**src/sv/ssmc_pkg.sv**
```systemverilog
package ssmc_pkg;

  // Operating modes, coded as on the result mode field
  typedef enum logic [1:0] {
    MODE_SCAN   = 2'd0,
    MODE_TRANS  = 2'd1,
    MODE_MANUAL = 2'd2
  } mode_t;

  // Input word
  typedef struct packed {
    logic       tick;
    logic       button_level;
    logic [5:0] encoder_angle;
  } in_word_t;

  // Result word
  typedef struct packed {
    logic signed [11:0] servo_position;
    mode_t              mode;
    logic               position_changed;
  } out_word_t;

  localparam int unsigned ANGLE_W   = 6;
  localparam int unsigned ANGLE_CNT = 46;
  localparam int unsigned POS_W     = 12;
  localparam int unsigned STEP_W    = 7;
  localparam int unsigned SUM_W     = 13;

  localparam logic [ANGLE_W-1:0]       ANGLE_MAX    = 6'd45;
  localparam logic [STEP_W-1:0]        STEP_RESET   = 7'd10;
  localparam logic signed [SUM_W-1:0]  POS_BOUND    = 13'sd1000;
  localparam logic signed [SUM_W-1:0]  POS_SAT_HIGH = 13'sd1100;
  localparam logic signed [SUM_W-1:0]  POS_SAT_LOW  = -13'sd100;
  localparam logic signed [SUM_W-1:0]  MATCH_SPAN   = 13'sd9;

  // Manual position per encoder angle: floor(angle * 1000 / 45)
  localparam logic [9:0] MANUAL_POS_TBL [ANGLE_CNT] = '{
    10'd0,   10'd22,  10'd44,  10'd66,  10'd88,  10'd111, 10'd133, 10'd155,
    10'd177, 10'd200, 10'd222, 10'd244, 10'd266, 10'd288, 10'd311, 10'd333,
    10'd355, 10'd377, 10'd400, 10'd422, 10'd444, 10'd466, 10'd488, 10'd511,
    10'd533, 10'd555, 10'd577, 10'd600, 10'd622, 10'd644, 10'd666, 10'd688,
    10'd711, 10'd733, 10'd755, 10'd777, 10'd800, 10'd822, 10'd844, 10'd866,
    10'd888, 10'd911, 10'd933, 10'd955, 10'd977, 10'd1000
  };

  // Transition target times ten: floor(angle * 100 / 45) * 10
  localparam logic [9:0] TRANS_TGT_TBL [ANGLE_CNT] = '{
    10'd0,   10'd20,  10'd40,  10'd60,  10'd80,  10'd110, 10'd130, 10'd150,
    10'd170, 10'd200, 10'd220, 10'd240, 10'd260, 10'd280, 10'd310, 10'd330,
    10'd350, 10'd370, 10'd400, 10'd420, 10'd440, 10'd460, 10'd480, 10'd510,
    10'd530, 10'd550, 10'd570, 10'd600, 10'd620, 10'd640, 10'd660, 10'd680,
    10'd710, 10'd730, 10'd750, 10'd770, 10'd800, 10'd820, 10'd840, 10'd860,
    10'd880, 10'd910, 10'd930, 10'd950, 10'd970, 10'd1000
  };

endpackage

```
**src/sv/servo_sweep_manual_mode_controller_top.sv**
```systemverilog
// Servo sweep / manual mode controller.
// Input channel (in_valid, in_stall, in_word): one word per control pass,
// carrying the timer tick flag, the button level and the encoder angle.
// Result channel (out_valid, out_stall, out_word): one word per input word,
// with the servo position, the mode and a position-changed flag.
// Config channel (cfg_valid, cfg_ready, cfg_sweep_step): sets the sweep
// step; cfg_ready is always high. Write it only while the block is idle.
// An accepted input word goes into the input register, then one pass of logic
// writes its result into the result register.
// Throughput: one word per cycle while out_stall is low; the whole pass is table
// lookups, one 13-bit add with saturation and a range compare.
// Reset (rst_n low, synchronous): scan mode at position 0, sweep step 10,
// no tick pending, both channels empty.
// When out_stall is high the result register holds; one more input word is
// still taken if the input register is empty, then in_stall rises until the
// result is taken.
module servo_sweep_manual_mode_controller_top (
  input  logic                clk,
  input  logic                rst_n,
  input  logic                in_valid,
  output logic                in_stall,
  input  ssmc_pkg::in_word_t  in_word,
  output logic                out_valid,
  input  logic                out_stall,
  output ssmc_pkg::out_word_t out_word,
  input  logic                cfg_valid,
  output logic                cfg_ready,
  input  logic [6:0]          cfg_sweep_step
);
  import ssmc_pkg::*;

  // Pipeline registers
  logic                     in_valid_r;
  in_word_t                 in_word_r;
  logic                     out_valid_r;
  out_word_t                out_word_r;

  // Block state
  logic [STEP_W-1:0]        step_r;
  logic signed [POS_W-1:0]  pos_r,       pos_nxt;
  logic                     up_r,        up_nxt;
  logic                     tick_r,      tick_nxt;
  mode_t                    mode_r,      mode_nxt;
  logic                     btn_r;
  logic [ANGLE_W-1:0]       capt_r,      capt_nxt;
  logic [ANGLE_W-1:0]       last_ang_r,  last_ang_nxt;
  logic                     ang_vld_r,   ang_vld_nxt;

  logic                     advance;
  logic [ANGLE_W-1:0]       angle;
  logic                     btn_edge;
  logic signed [SUM_W-1:0]  pos_ext;
  logic signed [SUM_W-1:0]  step_ext;
  logic signed [SUM_W-1:0]  sum;
  logic signed [SUM_W-1:0]  sum_sat;
  logic                     at_bound;
  logic                     up_turn;
  logic signed [SUM_W-1:0]  tgt_lo;
  logic signed [SUM_W-1:0]  tgt_hi;
  logic signed [SUM_W-1:0]  pos_chk;
  logic [9:0]               tgt10;

  // Handshake
  assign advance   = in_valid_r && (!out_valid_r || !out_stall);
  assign in_stall  = in_valid_r && !advance;
  assign out_valid = out_valid_r;
  assign out_word  = out_word_r;
  assign cfg_ready = 1'b1;

  // Encoder saturation and button falling edge
  assign angle    = (in_word_r.encoder_angle > ANGLE_MAX) ? ANGLE_MAX
                                                           : in_word_r.encoder_angle;
  assign btn_edge = btn_r && !in_word_r.button_level;

  // One sweep step: reverse at the bounds, then step and clamp
  assign pos_ext  = SUM_W'(pos_r);
  assign step_ext = signed'({{(SUM_W-STEP_W){1'b0}}, step_r});
  assign at_bound = (pos_ext >= POS_BOUND) || (pos_ext <= signed'(SUM_W'(0)));
  assign up_turn  = up_r ^ at_bound;
  assign sum      = up_turn ? (pos_ext + step_ext) : (pos_ext - step_ext);

  always_comb begin
    if (sum > POS_SAT_HIGH) begin
      sum_sat = POS_SAT_HIGH;
    end else if (sum < POS_SAT_LOW) begin
      sum_sat = POS_SAT_LOW;
    end else begin
      sum_sat = sum;
    end
  end

  // Control pass
  always_comb begin
    tick_nxt     = tick_r | in_word_r.tick;
    mode_nxt     = mode_r;
    capt_nxt     = capt_r;
    pos_nxt      = pos_r;
    up_nxt       = up_r;
    last_ang_nxt = last_ang_r;
    ang_vld_nxt  = ang_vld_r;

    // button edge: scan -> transition (capture), manual -> scan
    if (btn_edge) begin
      unique case (mode_r)
        MODE_SCAN: begin
          capt_nxt = angle;
          mode_nxt = MODE_TRANS;
        end
        MODE_MANUAL: mode_nxt = MODE_SCAN;
        default:     mode_nxt = mode_r;
      endcase
    end

    unique case (mode_nxt)
      MODE_MANUAL: begin
        if (!ang_vld_r || (angle != last_ang_r)) begin
          last_ang_nxt = angle;
          ang_vld_nxt  = 1'b1;
          pos_nxt      = signed'({2'b00, MANUAL_POS_TBL[angle]});
        end
      end
      default: begin
        if (tick_nxt) begin
          tick_nxt = 1'b0;
          up_nxt   = up_turn;
          pos_nxt  = sum_sat[POS_W-1:0];
        end
      end
    endcase

    // transition ends when position / 10 equals the captured target
    tgt10   = TRANS_TGT_TBL[capt_nxt];
    tgt_hi  = signed'({3'b000, tgt10}) + MATCH_SPAN;
    tgt_lo  = (tgt10 == '0) ? -MATCH_SPAN : signed'({3'b000, tgt10});
    pos_chk = SUM_W'(pos_nxt);
    if ((mode_nxt == MODE_TRANS) && (pos_chk >= tgt_lo) && (pos_chk <= tgt_hi)) begin
      mode_nxt = MODE_MANUAL;
    end
  end

  // Control and state registers
  always_ff @(posedge clk) begin
    if (!rst_n) begin
      in_valid_r  <= 1'b0;
      out_valid_r <= 1'b0;
      step_r      <= STEP_RESET;
      pos_r       <= '0;
      up_r        <= 1'b0;
      tick_r      <= 1'b0;
      mode_r      <= MODE_SCAN;
      btn_r       <= 1'b0;
      capt_r      <= '0;
      ang_vld_r   <= 1'b0;
    end else begin
      if (cfg_valid && cfg_ready) begin
        step_r <= cfg_sweep_step;
      end
      if (in_valid && !in_stall) begin
        in_valid_r <= 1'b1;
      end else if (advance) begin
        in_valid_r <= 1'b0;
      end
      if (advance) begin
        out_valid_r <= 1'b1;
        pos_r       <= pos_nxt;
        up_r        <= up_nxt;
        tick_r      <= tick_nxt;
        mode_r      <= mode_nxt;
        btn_r       <= in_word_r.button_level;
        capt_r      <= capt_nxt;
        ang_vld_r   <= ang_vld_nxt;
      end else if (!out_stall) begin
        out_valid_r <= 1'b0;
      end
    end
  end

  // Payload registers
  always_ff @(posedge clk) begin
    if (in_valid && !in_stall) begin
      in_word_r <= in_word;
    end
    if (advance) begin
      last_ang_r                  <= last_ang_nxt;
      out_word_r.servo_position   <= pos_nxt;
      out_word_r.mode             <= mode_nxt;
      out_word_r.position_changed <= (pos_nxt != pos_r);
    end
  end

endmodule
```
**config.mk**
```make
export PLATFORM = sky130hd
export DESIGN_NAME = servo_sweep_manual_mode_controller_top
export DESIGN_NICKNAME = d
export VERILOG_FILES = /design/src/sv/ssmc_pkg.sv /design/src/sv/servo_sweep_manual_mode_controller_top.sv
export SDC_FILE = /design/constraint.sdc
export NUM_CORES = 1
export LEC_CHECK = 0
export BUFFER_PORTS_ARGS = -buffer_cell sky130_fd_sc_hd__buf_2
export CAP_MARGIN = 30
export CORE_ASPECT_RATIO = 1.1
export CORE_MARGIN = 1
export CORE_UTILIZATION = 55
export CTS_CLUSTER_SIZE = 8
export DETAILED_ROUTE_END_ITERATION = 7
export GPL_TIMING_DRIVEN = 0
export PLACE_DENSITY = 0.76
export SYNTH_ARGS = -nofsm -noshare
export SYNTH_HDL_FRONTEND = slang
export SYNTH_SLANG_ARGS = --single-unit
export TNS_END_PERCENT = 1
```
**constraint.sdc**
```tcl
create_clock -name clk -period 6.6 [get_ports clk]
set_clock_uncertainty 0.15 [all_clocks]
set_input_delay 0.33 -clock clk [delete_from_list [all_inputs] [get_ports clk]]
set_output_delay 0.33 -clock clk [all_outputs]
set_load 0.01 [all_outputs]
```
==> results.toml, run 1 <==
[run_status]
status = "finished, final reports clean"

[drt]
route.vias.total = 7131
avgViaCountPerCell = 6.63
routed_wl_um = 21600
wl_per_cell_um = 20.1
antenna_left = 0
first_iter_violations = 848
first_pass_iters = 5
drc = 0

[sta]
setup_slack_ns = 0.0484
drv_slew = 0
period_needed_ns = 6.55
hold_viol = 0
max_slew.worst_pin.slew_ns = 1.09
setup_viol = 0
fin_crit_sh_pct = 99.3
rsz0062_at_grt = "true"
slew_headroom_pct = 27.3
fin_hold_ws_ns = 0.0182
fmax_mhz = 153

[job]
max_cap_violations = 0

[placed_design]
place.gp.congestion = 0.975
dp_slack_ns = -1.24
dp_hpwl_um = 15400
portBuffers = 35
dp.cells = 1043

[logic_synthesis]
yosysMostFrequentCell = "nand2_1"
syn_area_sq_um = 6720
async_reset_ff_share_pct = 0
synthTopCellsByArea = "edfxtp_1 (13%), dfxtp_1 (9.8%), ha_1 (8.7%)"
yosys.area.top_type_share_pct = 13.0
ys.flop_type = "dfxtp_1"
synth.distinct_cells = 91
synth_warnings = 0
ys_seq_area_share_pct = 22.8
syn_avg_cell_area_sq_um = 7.90
postSynthCellCount = 851
synth_edf_count = 29
synth_commonest_cells = "nand2_1 (79), nor2_1 (73), a21oi_1 (58)"
yosysTopAreaCell = "edfxtp_1"
synth.ff_latch_count = 62

[setup_path]
required_ns = 6.55
cp_slowest_stage_delay_ns = 0.47
critPathKind = "reg -> reg"
critPathMaxFanout = 8
end_kind = "flop"
cp-start-kind = "flop"
cpMaxStageDelayCell = "dfxtp_2"
arrival_ns = 6.50
r2r_cells = 29

[floorplan]
core_area_sq_um = 12000
die_y_um = 118
dieArea_sq_um = 12700
num_rows = 42
die_w_um = 107
io_pins = 38
initial_core_util_pct = 56.1

[worst_hold_path]
min_path_type = "in -> reg"
hold-path-cell-count = 1

[power]
p_int_mw = 1.31
p_sw_share_pct = 44.4
powerDensity_nw_per_um2 = 293
combPwrFrac_pct = 58.9
p_leak_nw = 3.17
p_sw_mw = 1.04
peakVddDrop_v = 0.000230
seq_power_share_pct = 19.9
p_clk_share_pct = 21.2

[global_route]
antenna_found_initial = 1
grt_max_degree = 14
overflow = 0
grt_pass1_wl_um = 33100
grt_usage_pct = 33.2
grt_pass1_vias = 6572

[cts]
clk_latency_ns = 0.34
numCtsBuffers = 9
clock_path_buffers = 2
clkTransAtPathRegs_ns = 0.06
h-tree-depth = 3
cts_sinks = 62
root_buffer = "clkbuf_16"
tritoncts = "built"

[final_layout]
syn_to_final_growth_pct = 19.4
diodes = 0
layout-drive-gt1-share_pct = 21.7
n_fill_cell = 960
instances_no_fill = 1076
seqCellArea_sq_um = 1550
fin_nets = 985
multi_input_area_sq_um = 5200
[power by group through the flow]
stage,logic [mW],clock network [mW],registers (mW)
6_report,1.38,0.499,0.468
3_5_place_dp,1.07,0,0.471
3_3_place_gp,1.06,0,0.471
2_1_floorplan,0.824,0,0.466
4_1_cts,1.20,0.500,0.464
5_1_grt,1.48,0.518,0.469
[registers in the layout, indices dropped and copies added, names as in the netlist]
| name | flops |
|---|---|
| last_ang_r | 6 |
| up_r | 1 |
| out_valid | 1 |
| step_r | 7 |
| out_word | 15 |
| capt_r | 6 |
| tick_r | 1 |
| in_word_r | 8 |
| ang_vld_r | 1 |
| btn_r | 1 |
| in_valid_r | 1 |
| pos_r | 12 |
| mode_r | 2 |
[kinds of logic (layout without fill, tap and decap cells)]
group / after synthesis / in the layout / share of synthesized area [%]
AO/OA/AOI/OAI: 282 / 282 / 29.9
XOR/XNOR: 36 / 36 / 5.12
adder cells (fa/ha/maj): 48 / 48 / 9.04
buffers and inverters: 102 / 172 / 6.48
flip-flops: 62 / 62 / 22.8
multiplexers: 32 / 32 / 5.32
other: 1 / 2 / 0.0558
AND/OR/NAND/NOR: 288 / 288 / 21.3
[placed cells by master, fill, tap and decap left out, types with 9 or more instances in the layout]
master     count
nor3_1        14
buf_4         20
nor2b_1       18
buf_2         55
o22ai_1        9
and3_1         9
clkbuf_16      9
a31oi_1       10
mux2i_1       19
ha_1          42
nor2_1        69
a211oi_1       9
dfxtp_1       24
xnor2_1       19
o31ai_1       12
inv_1         43
xor2_1        11
clkbuf_1      25
a21oi_1       49
nand2_1       77
and2_1        14
o21ai_0       34
a21boi_0       9
nand3_1       23
nand2b_1      11
edfxtp_1      29
[worst paths after layout]
| kind | start | to | slack [ns] |
|---|---|---|---|
| setup / recovery | pos_r[5] | out_word[1] | 0.05 |
| hold / removal | in_word[6] | in_word_r[6] | 0.02 |
| setup reg to reg | pos_r[5] | out_word[1] | 0.05 |
| hold reg to reg | tick_r | tick_r | 0.35 |
[critical path, delay by kind of cell, from the launching register on]
family,cells,cell delay (ns)
DFF,1,0.47
adders and majority gates,2,0.60
buffers and inverters,1,0.05
muxes,1,0.21
xor gates and xnor gates,1,0.20
and+or+nand+nor,8,1.86
AOI/OAI and AO/OA,16,2.76
[through the flow]
step           cell area (sq um)  utilization [%]  TNS [ns]  total power [mW]
6_report                    8030             67.0         0              2.35
5_1_grt                     8030             67.0    -0.258              2.47
4_1_cts                     7670             64.0  -0.00511              2.16
3_5_place_dp                7120             59.5     -4.47              1.54
3_3_place_gp                7100             59.3     -4.18              1.53
2_1_floorplan               6740                -         0              1.29
[per-layer routing]
layer	vias to the layer above	global-route usage (%)	wire, um
met3	87	5.65	1730
met4	0	17.2	1080
met5	-	0	0
met1	3316	41.7	8590
li1	3331	-	-
met2	397	54.2	10200
[repair_timing]
action | 4_1_cts | 5_1_grt
buffers inserted | 6 | 12
endpoints found under the setup margin | 4 | 4
hold buffers | 0 | 0
resized for setup | 42 | 61
pin swaps | 12 | 28
[layout make-up]
class,count,share of cell area (%)
clock buffers,9,2.81
flip-flops and latches,62,19.2
repair buffers,55,4.16
clock inverters,7,0.998
plain buffers,55,3.43
well taps,154,2.40
inverters,46,2.15
multi-input cells,688,64.8
(Power assumes the default switching activity.)
==> inputs of run 2 (changes only) <==
--- a/config.mk
+++ b/config.mk
@@ -14,6 +14,7 @@
 export DETAILED_ROUTE_END_ITERATION = 7
 export GPL_TIMING_DRIVEN = 0
 export PLACE_DENSITY = 0.76
+export SETUP_SLACK_MARGIN = 0.3
 export SYNTH_ARGS = -nofsm -noshare
 export SYNTH_HDL_FRONTEND = slang
 export SYNTH_SLANG_ARGS = --single-unit
==> results.toml, run 2 (same netlist as run 1, synthesis figures left out) <==
[job]
max_cap_violations = 0

[power]
powerDensity_nw_per_um2 = 292
p_leak_nw = 3.22
peakVddDrop_v = 0.000230

[drt]
routed_wl_um = 21300
avgViaCountPerCell = 6.55
route.vias.total = 7138
wl_per_cell_um = 19.6
drc = 0
antenna_left = 0
first_pass_iters = 5
first_iter_violations = 663

[floorplan]
dieArea_sq_um = 12700
num_rows = 42
io_pins = 38
core_area_sq_um = 12000
initial_core_util_pct = 56.1
die_w_um = 107
die_y_um = 118

[final_layout]
n_fill_cell = 991
seqCellArea_sq_um = 1550
syn_to_final_growth_pct = 19.2
multi_input_area_sq_um = 5110
diodes = 0
layout-drive-gt1-share_pct = 21.3
instances_no_fill = 1089
largest_reg_flops = 15
layout_common_cells = "nand2_1 (77), nor2_1 (69), buf_2 (55), a21oi_1 (51), ha_1 (45)"
layout_commonest_cell = "nand2_1"
fin_nets = 998

[global_route]
overflow = 0
grt_usage_pct = 33.5
grt_max_degree = 19
grt_pass1_wl_um = 33600
grt_pass1_vias = 6564
antenna_found_initial = 0

[setup_path]
critPathMaxFanout = 5
cpMaxStageDelayCell = "fa_2"
required_ns = 6.53
crit_family = "compound AO/OA/AOI/OAI gates"
critPathKind = "reg -> reg"
cp-start-kind = "flop"
cp_slowest_stage_delay_ns = 0.37
end_kind = "flop"
cp_num_buf_inv = 3
arrival_ns = 6.42

[sta]
setup_viol = 0
fin_crit_sh_pct = 98.4
period_needed_ns = 6.49
final.setup.tns_ns = 0
drv_slew = 0
max_slew.worst_pin.slew_ns = 0.878
slew_headroom_pct = 41.0
hold_viol = 0
fmax_mhz = 154
setup_slack_ns = 0.108
rsz0062_at_grt = "true"

[cts]
h-tree-depth = 3
root_buffer = "clkbuf_16"
hold_buffers = 0
clock_path_buffers = 2
numCtsBuffers = 9
tritoncts = "built"
clkTransAtPathRegs_ns = 0.05
cts_sinks = 62
clk_latency_ns = 0.33

[placed_design]
dp_hpwl_um = 15300
dp_slack_ns = -0.712
dp.cells = 1042
portBuffers = 35
place.gp.congestion = 0.959

[run_status]
status = "finished, final reports clean"

[worst_hold_path]
min_path_type = "in -> reg"
[run 2: power breakdown]
group	switching, mW	internal, mW
combinational	0.808	0.591
sequential	0.0291	0.438
clock	0.162	0.311
total	0.999	1.34
[run 2: area by class of cell]
| type | instances | share of cell area [%] |
|---|---|---|
| clock buffer | 12 | 3.20 |
| multi-input combinational | 688 | 63.7 |
| timing repair buffer | 67 | 5.28 |
| tap | 154 | 2.40 |
| buffer | 56 | 3.42 |
| clock inverter | 4 | 0.562 |
| sequential | 62 | 19.3 |
| inverter | 46 | 2.15 |
[run 2: layer usage]
metal	track usage [%]	up-vias	routed length, um
met5	0	-	0
met4	16.0	0	928
met3	4.87	74	1720
met2	54.5	409	9950
met1	43.4	3311	8720
li1	-	3344	-
[run 2: worst paths after layout]
path                    from           end  slack [ns]  cells after the start
setup / recovery    pos_r[9]   out_word[1]        0.11                     31
hold / removal    in_word[4]  in_word_r[4]        0.03                      1
setup reg to reg    pos_r[9]   out_word[1]        0.11                     31
hold reg to reg        btn_r         btn_r        0.34                      2
[run 2: repair_timing]
| action | in CTS | in global routing |
|---|---|---|
| resized for setup | 48 | 22 |
| endpoints found under the setup margin | 4 | 4 |
| pin swaps | 30 | 19 |
| buffers inserted | 27 | 4 |
[run 2: per-stage QoR]
step	power [mW]	hold slack, ns	area (sq um)	utilization (%)
4_1_cts	2.21	0.0241	7870	65.7
6_report	2.34	0.0286	8020	66.9
3_5_place_dp	1.56	0.336	7160	59.7
3_3_place_gp	1.55	0.331	7140	59.6
5_1_grt	2.47	0.0193	8020	66.9
2_1_floorplan	1.31	0.279	6770	-
==> inputs of run 3 (changes only) <==
--- a/config.mk
+++ b/config.mk
@@ -5,6 +5,7 @@
 export SDC_FILE = /design/constraint.sdc
 export NUM_CORES = 1
 export LEC_CHECK = 0
+export ABC_AREA = 1
 export BUFFER_PORTS_ARGS = -buffer_cell sky130_fd_sc_hd__buf_2
 export CAP_MARGIN = 30
 export CORE_ASPECT_RATIO = 1.1
==> results.toml, run 3 <==
[logic_synthesis]
ys_seq_area_share_pct = 24.6
postSynthCellCount = 964
synthXorXnorAreaFrac_pct = 2.25
synth.distinct_cells = 54
synth_warnings = 0
synth_mux_area_share_pct = 0
yosys.area_share.simple_pct = 34.0
synth_top_family_by_area = "simple AND/OR/NAND/NOR gates"
syn_avg_cell_area_sq_um = 6.47
syn_area_sq_um = 6240
synth.ff_latch_count = 62
synth_compound_area_share_pct = 16.5
synth_edf_count = 29
yosys.area.top_type_share_pct = 15.6
yosysMostFrequentCell = "nand2_1"
synth_commonest_cells = "nand2_1 (260), inv_1 (147), nand3_1 (88)"
yosysTopAreaCell = "nand2_1"
ys.flop_type = "dfxtp_1"
synthAdderAreaFrac_pct = 9.75
synthTopCellsByArea = "nand2_1 (16%), edfxtp_1 (14%), dfxtp_1 (11%)"
async_reset_ff_share_pct = 0

[placed_design]
placed_area_sq_um = 6620
place.gp.congestion = 1.02
portBuffers = 35
dp_hpwl_um = 13500
dp.cells = 1148
dp_slack_ns = 0.526

[setup_path]
worstReg2RegEnd = "out_word[1]"
critPathMaxFanout = 8
end_kind = "flop"
cp-start-kind = "flop"
critPathLaunch = "pos_r[4]"
arrival_ns = 5.65
cpMostUsedCell = "nand2_1"
cp_slowest_stage_delay_ns = 0.45
r2r_start = "pos_r[4]"
r2r_cells = 36
cpMaxStageDelayCell = "dfxtp_1"
endpoint = "out_word[1]"
required_ns = 6.54
r2r_setup_slack_ns = 0.88
critPathKind = "reg -> reg"

[final_layout]
diodes = 0
instances_no_fill = 1164
layout_commonest_cell = "nand2_1"
fin_nets = 1080
seqCellArea_sq_um = 1530
n_fill_cell = 1048
multi_input_area_sq_um = 3930
final_area_sq_um = 6900
largest_reg_flops = 15
layout_common_cells = "nand2_1 (259), inv_1 (145), nand3_1 (88), nor2_1 (72), a21oi_1 (61)"
finish.utilization_pct = 63.0
syn_to_final_growth_pct = 10.7
layout-drive-gt1-share_pct = 12.3

[cts]
numCtsBuffers = 9
clock_path_buffers = 2
clkTransAtPathRegs_ns = 0.05
h-tree-depth = 3
cts_sinks = 62
hold_buffers = 0
root_buffer = "clkbuf_16"
clk_latency_ns = 0.34
tritoncts = "built"

[drt]
routed_wl_um = 17100
first_pass_iters = 5
route.vias.total = 6488
drc = 0
antenna_left = 0
first_iter_violations = 465
wl_per_cell_um = 14.7
avgViaCountPerCell = 5.57

[global_route]
overflow = 0
grt_max_degree = 20
grt_pass1_wl_um = 28300
grt_pass1_vias = 5964
grt_usage_pct = 30.1
antenna_found_initial = 0

[power]
p_leak_nw = 3.53
peakVddDrop_v = 0.000166
powerDensity_nw_per_um2 = 277
finalPower_mw = 1.92

[sta]
fin_crit_sh_pct = 86.7
setup_slack_ns = 0.881
fin_hold_ws_ns = 0.0215
rsz0062_at_grt = "false"
final.setup.tns_ns = 0
fmax_mhz = 175
setup_viol = 0
period_needed_ns = 5.72
max_slew.worst_pin.slew_ns = 0.990
slew_headroom_pct = 33.3
hold_viol = 0
drv_slew = 0

[floorplan]
initial_core_util_pct = 56.9
io_pins = 38
num_rows = 40
die_y_um = 114
core_area_sq_um = 11000
die_w_um = 104
dieArea_sq_um = 11800

[worst_hold_path]
min_path_type = "in -> reg"

[run_status]
status = "finished, final reports clean"

[job]
max_cap_violations = 0
## run 3: kinds of logic after synthesis
group           after synthesis
compound gates              170
xor+xnor                     16
fa+ha+maj                    48
buf+inv                     190
flops                        62
other cells                   1
simple gates                477
## run 3: how the worst min path moves through the flow
| stage | depth (start not counted) | slack, ns | startpoint | to |
|---|---|---|---|---|
| after floorplan | 0 | 0.28 | in_word[0] | in_word_r[0] |
| after CTS | 1 | 0.02 | in_word[4] | in_word_r[4] |
| final | 1 | 0.02 | in_word[7] | in_word_r[7] |
| after global placement | 2 | 0.31 | tick_r | tick_r |
| after detailed placement | 2 | 0.32 | ang_vld_r | ang_vld_r |
| after global routing | 1 | 0.01 | in_word[3] | in_word_r[3] |
## run 3: layout make-up
class / instances / share of cell area, %
repair buffers: 36 / 2.76
multi-input cells: 713 / 56.9
clock inverters: 7 / 0.598
well taps: 147 / 2.66
plain buffers: 27 / 2.66
inverters: 163 / 8.97
clock buffers: 9 / 3.26
flip-flops and latches: 62 / 22.2
## run 3: what timing repair did
item / CTS / global route
setup endpoints to repair: 0 / 4
gates resized for setup: 0 / 9
setup buffers: 0 / 0
## run 3: power by group
group / internal (mW) / switching, mW / leakage [nW] / total (mW)
logic: 0.359 / 0.668 / 2.85 / 1.03
clock network: 0.251 / 0.175 / 0.136 / 0.426
registers: 0.440 / 0.0213 / 0.546 / 0.462
## run 3: layer usage
| layer | global-route usage [%] | part of all wire [%] |
|---|---|---|
| met5 | 0 | 0 |
| met4 | 9.95 | 2.2 |
| met3 | 4.34 | 6.4 |
| met2 | 52.5 | 47 |
| met1 | 38.3 | 44 |
## run 3: worst max-delay path, delay by kind of cell, from the launching register on
family          cells  cell delay (ns)
compound gates      6             1.22
flops               1             0.45
simple gates       21             2.19
buf+inv             7             0.70
fa+ha+maj           2             0.78
